`config.mk`:
```
export PLATFORM = sky130hd
export DESIGN_NAME = tga_rle_pixel_decoder
export DESIGN_NICKNAME = d
export VERILOG_FILES = /design/src/rtl/core/trd_pkg.sv /design/src/rtl/core/trd_front.sv /design/src/rtl/core/trd_queue.sv /design/src/rtl/core/tga_rle_pixel_decoder.sv
export SDC_FILE = /design/constraint.sdc
export NUM_CORES = 1
export LEC_CHECK = 0
export BUFFER_PORTS_ARGS = -buffer_cell sky130_fd_sc_hd__buf_4
export CAP_MARGIN = 0
export CORE_UTILIZATION = 45
export DETAILED_ROUTE_END_ITERATION = 7
export PLACE_DENSITY_LB_ADDON = 0.08
export SYNTH_ARGS = -nofsm -noshare
export SYNTH_HDL_FRONTEND = slang
export SYNTH_SLANG_ARGS = --single-unit
```
`constraint.sdc`:
```
create_clock -name clk -period 6.4 [get_ports clk]
set_clock_uncertainty 0.05 [all_clocks]
set_input_delay 1.28 -clock clk [delete_from_list [all_inputs] [get_ports clk]]
set_output_delay 1.28 -clock clk [all_outputs]
set_load 0.01 [all_outputs]
```
`src/rtl/core/trd_pkg.sv`:
```
`default_nettype none
package trd_pkg;

	localparam int unsigned ByteW   = 8;
	localparam int unsigned TotalW  = 32;
	localparam int unsigned CfgIdxW = 2;
	localparam int unsigned CfgW    = 32;

	// Configuration register indexes.
	localparam logic [CfgIdxW-1:0] REG_HAS_ALPHA   = 2'd0;
	localparam logic [CfgIdxW-1:0] REG_PIXEL_TOTAL = 2'd1;

	// Byte position inside a pixel.
	localparam logic [1:0] POS_BLUE  = 2'd0;
	localparam logic [1:0] POS_GREEN = 2'd1;
	localparam logic [1:0] POS_RED   = 2'd2;
	localparam logic [1:0] POS_ALPHA = 2'd3;

	localparam logic [ByteW-1:0] MaxRepeat = 8'd128;

	typedef struct packed {
		logic [ByteW-1:0] blue;
		logic [ByteW-1:0] green;
		logic [ByteW-1:0] red;
		logic [ByteW-1:0] alpha;
		logic [ByteW-1:0] repeat_count;
		logic             image_done;
	} pix_t;

endpackage
`default_nettype wire

```
`src/rtl/core/trd_front.sv`:
```
`default_nettype none
module trd_front
	import trd_pkg::*;
(
	input  wire logic               clk,
	input  wire logic               arst_n,
	input  wire logic               byte_vld,
	input  wire logic [ByteW-1:0]   byte_in,
	input  wire logic               wr_en,
	input  wire logic [CfgIdxW-1:0] wr_index,
	input  wire logic [CfgW-1:0]    wr_data,
	output logic                    pix_vld,
	output pix_t                    pix
);

	logic                has_alpha_q;
	logic [TotalW-1:0]   pixel_total_q;
	logic                hdr_q;
	logic                run_q;
	logic [ByteW-1:0]    rem_q;
	logic [1:0]          pos_q;
	logic [23:0]         held_q;
	logic [TotalW-1:0]   emitted_q;

	logic                last_byte;
	logic [TotalW:0]     diff;
	logic                total_ahead;
	logic [TotalW-1:0]   left;
	logic                left_small;
	logic [ByteW-1:0]    count_raw;
	logic [ByteW-1:0]    count;
	logic                done;
	logic [ByteW-1:0]    rem_dec;

	always_comb begin
		last_byte = (pos_q == POS_ALPHA) || ((pos_q == POS_RED) && !has_alpha_q);

		// One subtractor gives both the pixels left and whether any are left.
		diff        = {1'b0, pixel_total_q} - {1'b0, emitted_q};
		total_ahead = !diff[TotalW] && (diff[TotalW-1:0] != '0);
		left        = total_ahead ? diff[TotalW-1:0] : TotalW'(1);
		left_small  = (left[TotalW-1:ByteW] == '0);

		count_raw = run_q ? rem_q : 8'd1;
		if ((count_raw == '0) || (count_raw > MaxRepeat)) begin
			count_raw = 8'd1;
		end
		// Clip the last run to what the image still needs.
		if (left_small && (left[ByteW-1:0] < count_raw)) begin
			count = left[ByteW-1:0];
		end else begin
			count = count_raw;
		end
		done = left_small && (left[ByteW-1:0] == count);

		rem_dec = (rem_q != '0) ? rem_q - 8'd1 : '0;

		pix_vld          = byte_vld && !hdr_q && last_byte;
		pix.blue         = held_q[7:0];
		pix.green        = held_q[15:8];
		pix.red          = (pos_q == POS_RED) ? byte_in : held_q[23:16];
		pix.alpha        = ((pos_q == POS_ALPHA) && has_alpha_q) ? byte_in : '0;
		pix.repeat_count = count;
		pix.image_done   = done;
	end

	always_ff @(posedge clk or negedge arst_n) begin
		if (!arst_n) begin
			has_alpha_q   <= 1'b0;
			pixel_total_q <= TotalW'(1);
		end else if (wr_en) begin
			case (wr_index)
				REG_HAS_ALPHA:   has_alpha_q   <= wr_data[0];
				REG_PIXEL_TOTAL: pixel_total_q <= wr_data[TotalW-1:0];
				default:         ;
			endcase
		end
	end

	always_ff @(posedge clk or negedge arst_n) begin
		if (!arst_n) begin
			hdr_q     <= 1'b1;
			run_q     <= 1'b0;
			rem_q     <= '0;
			pos_q     <= POS_BLUE;
			emitted_q <= '0;
		end else if (byte_vld) begin
			if (hdr_q) begin
				run_q <= byte_in[7];
				rem_q <= {1'b0, byte_in[6:0]} + 8'd1;
				hdr_q <= 1'b0;
				pos_q <= POS_BLUE;
			end else if (!last_byte) begin
				pos_q <= pos_q + 2'd1;
			end else if (done) begin
				// The image is complete; the next byte opens a new image.
				hdr_q     <= 1'b1;
				run_q     <= 1'b0;
				rem_q     <= '0;
				pos_q     <= POS_BLUE;
				emitted_q <= '0;
			end else begin
				pos_q     <= POS_BLUE;
				emitted_q <= emitted_q + TotalW'(count);
				if (run_q) begin
					rem_q <= '0;
					hdr_q <= 1'b1;
				end else begin
					rem_q <= rem_dec;
					if (rem_dec == '0) begin
						hdr_q <= 1'b1;
					end
				end
			end
		end
	end

	// Colour bytes are held until the pixel completes.
	always_ff @(posedge clk) begin
		if (byte_vld && !hdr_q && !last_byte) begin
			case (pos_q)
				POS_BLUE:  held_q[7:0]   <= byte_in;
				POS_GREEN: held_q[15:8]  <= byte_in;
				POS_RED:   held_q[23:16] <= byte_in;
				default:   ;
			endcase
		end
	end

endmodule
`default_nettype wire

```
`src/rtl/core/trd_queue.sv`:
```
`default_nettype none
module trd_queue
	import trd_pkg::*;
(
	input  wire logic clk,
	input  wire logic arst_n,
	input  wire logic wr_vld,
	input  wire pix_t wr_pix,
	input  wire logic rd_en,
	output logic      q_empty,
	output logic      q_full,
	output pix_t      rd_pix
);

	pix_t       ent_q [2];
	logic       wr_ptr_q;
	logic       rd_ptr_q;
	logic [1:0] cnt_q;
	logic       do_wr;
	logic       do_rd;

	assign q_empty = (cnt_q == 2'd0);
	assign q_full  = (cnt_q == 2'd2);
	assign do_wr   = wr_vld && !q_full;
	assign do_rd   = rd_en && !q_empty;
	assign rd_pix  = ent_q[rd_ptr_q];

	always_ff @(posedge clk or negedge arst_n) begin
		if (!arst_n) begin
			wr_ptr_q <= 1'b0;
			rd_ptr_q <= 1'b0;
			cnt_q    <= 2'd0;
		end else begin
			if (do_wr) begin
				wr_ptr_q <= !wr_ptr_q;
			end
			if (do_rd) begin
				rd_ptr_q <= !rd_ptr_q;
			end
			case ({do_wr, do_rd})
				2'b10:   cnt_q <= cnt_q + 2'd1;
				2'b01:   cnt_q <= cnt_q - 2'd1;
				default: ;
			endcase
		end
	end

	always_ff @(posedge clk) begin
		if (do_wr) begin
			ent_q[wr_ptr_q] <= wr_pix;
		end
	end

endmodule
`default_nettype wire

```
`src/rtl/core/tga_rle_pixel_decoder.sv`:
```
// TGA run-length pixel decoder for 24- and 32-bit true-colour images.
// Input channel: one byte of the RLE pixel stream per transaction, taken
// at a clock edge with push high and full low. Result channel: one decoded
// pixel (colour, alpha, repeat count, image_done) per transaction, shown
// while empty is low and taken on pop. Configuration is a plain write
// port: index 0 selects 4-byte pixels with alpha, index 1 sets the pixel
// total of the image; write only while no transaction is in flight.
// Throughput is one byte per cycle while full is low. A pixel's result is
// queued the cycle after its last byte is accepted; header and colour
// bytes cause no result. The front parser and the pixel counter handle
// each byte as it is accepted, and a two-entry result queue decouples the
// two sides. When the receiver stalls, the queue fills and full rises
// once two results wait; input resumes the cycle after a pop.
// Reset clears the queue and the parser, and sets has_alpha to 0 and the
// pixel total to 1. After the result flagged image_done, the next byte is
// taken as the first packet header of a new image.
`default_nettype none
module tga_rle_pixel_decoder
	import trd_pkg::*;
(
	input  wire logic               clk,
	input  wire logic               arst_n,
	input  wire logic               push,
	output logic                    full,
	input  wire logic [ByteW-1:0]   data_byte,
	output logic                    empty,
	input  wire logic               pop,
	output logic [ByteW-1:0]        blue,
	output logic [ByteW-1:0]        green,
	output logic [ByteW-1:0]        red,
	output logic [ByteW-1:0]        alpha,
	output logic [ByteW-1:0]        repeat_count,
	output logic                    image_done,
	input  wire logic               wr_en,
	input  wire logic [CfgIdxW-1:0] wr_index,
	input  wire logic [CfgW-1:0]    wr_data
);

	logic byte_vld;
	logic pix_vld;
	pix_t pix;
	pix_t out_pix;
	logic q_full;

	assign full     = q_full;
	assign byte_vld = push && !q_full;

	trd_front u_front (
		.clk      (clk),
		.arst_n   (arst_n),
		.byte_vld (byte_vld),
		.byte_in  (data_byte),
		.wr_en    (wr_en),
		.wr_index (wr_index),
		.wr_data  (wr_data),
		.pix_vld  (pix_vld),
		.pix      (pix)
	);

	trd_queue u_queue (
		.clk     (clk),
		.arst_n  (arst_n),
		.wr_vld  (pix_vld),
		.wr_pix  (pix),
		.rd_en   (pop),
		.q_empty (empty),
		.q_full  (q_full),
		.rd_pix  (out_pix)
	);

	assign blue         = out_pix.blue;
	assign green        = out_pix.green;
	assign red          = out_pix.red;
	assign alpha        = out_pix.alpha;
	assign repeat_count = out_pix.repeat_count;
	assign image_done   = out_pix.image_done;

endmodule
`default_nettype wire

```
==> results.json <==
{
  "syn-cell-area_um2": 10900,
  "crit_path_top_delay_cell": "sky130_fd_sc_hd__dfstp_2",
  "chipHeight_um": 157,
  "antenna_found_initial": 0,
  "cts_hold_buffers": 0,
  "slowest_stage_delay_on_critical_path_ns": 0.53,
  "synth_xor_xnor_area_share_pct": 4.27,
  "synth_seq_cells": 187,
  "wl_um": 28000,
  "startpoint_type": "register",
  "count_of_final_max_slew_check_failures": 0,
  "boundary_pin_count": 90,
  "avgSynthCellArea_um2": 10.7,
  "setup_viol": 0,
  "most_frequent_standard_cell_in_the_layout_excluding_fill_and_tap_cells": "sky130_fd_sc_hd__buf_4",
  "area_delta_synth_final_pct": 27.3,
  "cts_tree": "done",
  "routedWlPerCell_um": 17.7,
  "detail_route.vias_per_cell": 5.45,
  "final-hold-violation-count": 0,
  "cts_buffer_depth": 2,
  "setup.worst_path.end_class": "register",
  "vias": 8629,
  "run_status": "complete, no violations",
  "timing.critical_path.from": "u_front.pixel_total_q[0]",
  "setup.worst_path.end": "u_front.emitted_q[27]",
  "reg2reg_to": "u_front.emitted_q[27]",
  "grt_first_pass_wirelength_um": 44500,
  "place.gp.congestion": 0.941,
  "synth.yosys.seq_area_share_pct": 48.0,
  "rows": 56,
  "drt-initial-drc-count": 650,
  "instance_area_after_placement_um2": 12900,
  "combPwrFrac_pct": 61.8,
  "postSynthCellCount": 1012,
  "synthSimpleGateAreaFrac_pct": 14.0,
  "synth_warn": 0,
  "vdd_ir_drop_max_uv": 303,
  "pwr-share-seq_pct": 23.1,
  "final_cell_mix": "sky130_fd_sc_hd__buf_4, sky130_fd_sc_hd__edfxtp_1, sky130_fd_sc_hd__mux2_2",
  "drt.antenna.violating_nets": 0,
  "ff2ff_setup_slack_ns": 0.30,
  "finish.net_count": 1356,
  "yosys.area.top_type": "sky130_fd_sc_hd__edfxtp_1",
  "p_sw_uw": 3230,
  "cell_internal_pwr_uw": 4480,
  "worstHoldPathType": "reg2reg",
  "overflow": 0,
  "hpwlAfterDp_um": 20700,
  "seqCellArea_um2": 5210,
  "slew_headroom_pct": 31.3,
  "critical-path-top-cell-by-count": "sky130_fd_sc_hd__a21o_1",
  "tcrit_tclk_final_pct": 95.4,
  "clkTransAtPathRegs_ns": 0.09,
  "maximum_number_of_pins_on_one_net_before_global_route_repair": 45,
  "share_clk_of_total_power_pct": 15.1,
  "synth-edff-count": 106,
  "critical_path_peak_fanout": 8,
  "reg2reg_from": "u_front.pixel_total_q[0]",
  "numClockSinks": 187,
  "yosys_most_used_dff": "sky130_fd_sc_hd__edfxtp_1",
  "post-route-cell-area_um2": 13800,
  "cap_viol_max_count": 0,
  "actual_slew_at_the_worst_max_slew_pin_ns": 1.03,
  "worst-r2r-cell-count": 31,
  "cts_root_buf": "sky130_fd_sc_hd__clkbuf_16",
  "drt_drc_violations_left": 0,
  "core_area_um2": 23500,
  "io_buffer_count": 89,
  "synth_top_family_by_area": "simple AND/OR/NAND/NOR gates",
  "synth_adder_area_share_pct": 6.94,
  "synth.area.mux_share_pct": 9.26,
  "max_clock_freq_ghz": 0.164,
  "nFillCells": 2076,
  "multi_input_comb_area_um2": 5370,
  "clock_buffers_created_by_tritoncts": 17,
  "fp.dieArea_um2": 24800,
  "timing.hold.ws_ns": 0.398,
  "arrival_ns": 6.38,
  "insertedDiodeCount": 0,
  "mappedNetlistNets": 1118,
  "leakagePower_uw": 0.00592,
  "die_x_um": 157,
  "grt_pass1_vias": 8488,
  "async_reset_ff_share_pct": 43.3,
  "worst_hold_path.num_cells": 0,
  "track_usage_pct": 23.3,
  "cellPowerDensity_nw_per_um2": 557,
  "final_sum_of_negative_setup_slack_ns": 0,
  "crit_required_ns": 6.68,
  "ys_types": 78,
  "starting_utilization_of_the_core_area_pct": 46.1,
  "first_pass_iters": 5,
  "synthesized_area_fraction_occupied_by_ao_oa_aoi_and_oai_cells_pct": 13.5,
  "critPathKind": "reg2reg",
  "worst_skew_pair.late_latency_ns": 0.44,
  "finalWorstPathRequiredPeriod_ns": 6.10,
  "synthDominantCellAreaShare_pct": 29.3,
  "sw_frac_of_total_pct": 41.9,
  "layout_cell_share_with_drive_strength_beyond_1_pct": 34.5,
  "synthTopCellsByArea": "sky130_fd_sc_hd__edfxtp_1, sky130_fd_sc_hd__dfrtp_1, sky130_fd_sc_hd__mux2_2",
  "clock_tree.htree_level_count": 4
}
-- power by group through the flow --
stage	clock network, uW	logic [uW]	registers [uW]
5_1_grt	1230	5210	1810
4_1_cts	1190	4600	1780
2_1_floorplan	0	2730	1750
3_3_place_gp	0	4420	1800
6_report	1160	4760	1780
3_5_place_dp	0	4430	1810
-- worst max-delay path: cells and delay by family (launching register included) --
family	cells	cell delay, ns
AO/OA/AOI/OAI	13	2.43
XOR/XNOR	1	0.12
adder cells (fa/ha/maj)	4	1.07
buffers and inverters	3	0.30
flip-flops	1	0.53
multiplexers	1	0.30
AND/OR/NAND/NOR	9	1.15
-- how the worst min path moves through the flow --
stage / to / from
2_1_floorplan: u_queue.ent_q[0][25] / u_front.held_q[8]
3_3_place_gp: u_queue.ent_q[0][39] / u_front.held_q[6]
3_5_place_dp: u_queue.ent_q[0][38] / u_front.held_q[5]
4_1_cts: u_queue.ent_q[1][32] / u_front.held_q[15]
5_1_grt: u_queue.ent_q[0][40] / u_front.held_q[7]
6_report: u_queue.ent_q[0][29] / u_front.held_q[12]
-- routing by layer --
layer	track usage (%)	routed length, um	vias to the layer above
met2	39.8	13900	202
met5	0	0	-
met4	7.40	510	0
li1	-	-	4203
met1	30.8	12700	4186
met3	2.59	931	38
-- repair_timing --
item | CTS | global route
setup buffers | 4 | 7
gates resized for setup | 14 | 25
setup endpoints to repair | 18 | 22
pin swaps | 2 | 17
-- cells by family after synthesis --
logic type | Yosys count
DFF | 187
xor gates and xnor gates | 53
muxes | 90
and+or+nand+nor | 304
AOI/OAI and AO/OA | 217
buffers and inverters | 102
adders and majority gates | 59
-- cells in the mapped netlist (25+ instances only) --
cell type,number
sky130_fd_sc_hd__a21o_1,25
sky130_fd_sc_hd__a21oi_1,49
sky130_fd_sc_hd__dfrtp_1,79
sky130_fd_sc_hd__edfxtp_1,106
sky130_fd_sc_hd__ha_1,57
sky130_fd_sc_hd__inv_1,57
sky130_fd_sc_hd__mux2_2,84
sky130_fd_sc_hd__nand2_1,70
sky130_fd_sc_hd__nand3_1,32
sky130_fd_sc_hd__nor2_1,77
sky130_fd_sc_hd__o21ai_0,39
sky130_fd_sc_hd__xnor2_1,38
-- state kept, by name, summed over array words and instances, names as in the netlist --
signal                 count
u_front.emitted_q         32
u_front.has_alpha_q        1
u_front.hdr_q              1
u_front.held_q            24
u_front.pixel_total_q     32
u_front.pos_q              2
u_front.rem_q              8
u_front.run_q              1
u_queue.cnt_q              2
u_queue.ent_q             82
u_queue.rd_ptr_q           1
u_queue.wr_ptr_q           1
-- per-stage QoR --
step | setup slack [ns] | std cells | power [uW] | utilization, %
global placement | -0.114 | 1539 | 6210 | 55.0
CTS | 0.0103 | 1575 | 7570 | 58.1
global route | -0.0402 | 1582 | 8250 | 58.7
finish | 0.296 | 1582 | 7710 | 58.7
floorplan | 0.00372 | 1012 | 4490 | -
detailed placement | -0.317 | 1539 | 6240 | 55.0
-- layout make-up --
class	instances	share of cell area [%]
multi-input cells	723	38.9
repair buffers	262	14.3
clock buffers	17	3.08
flip-flops and latches	187	37.7
inverters	59	1.62
well taps	319	2.89
clock inverters	15	1.60
Power figures use the tool's default switching activity.
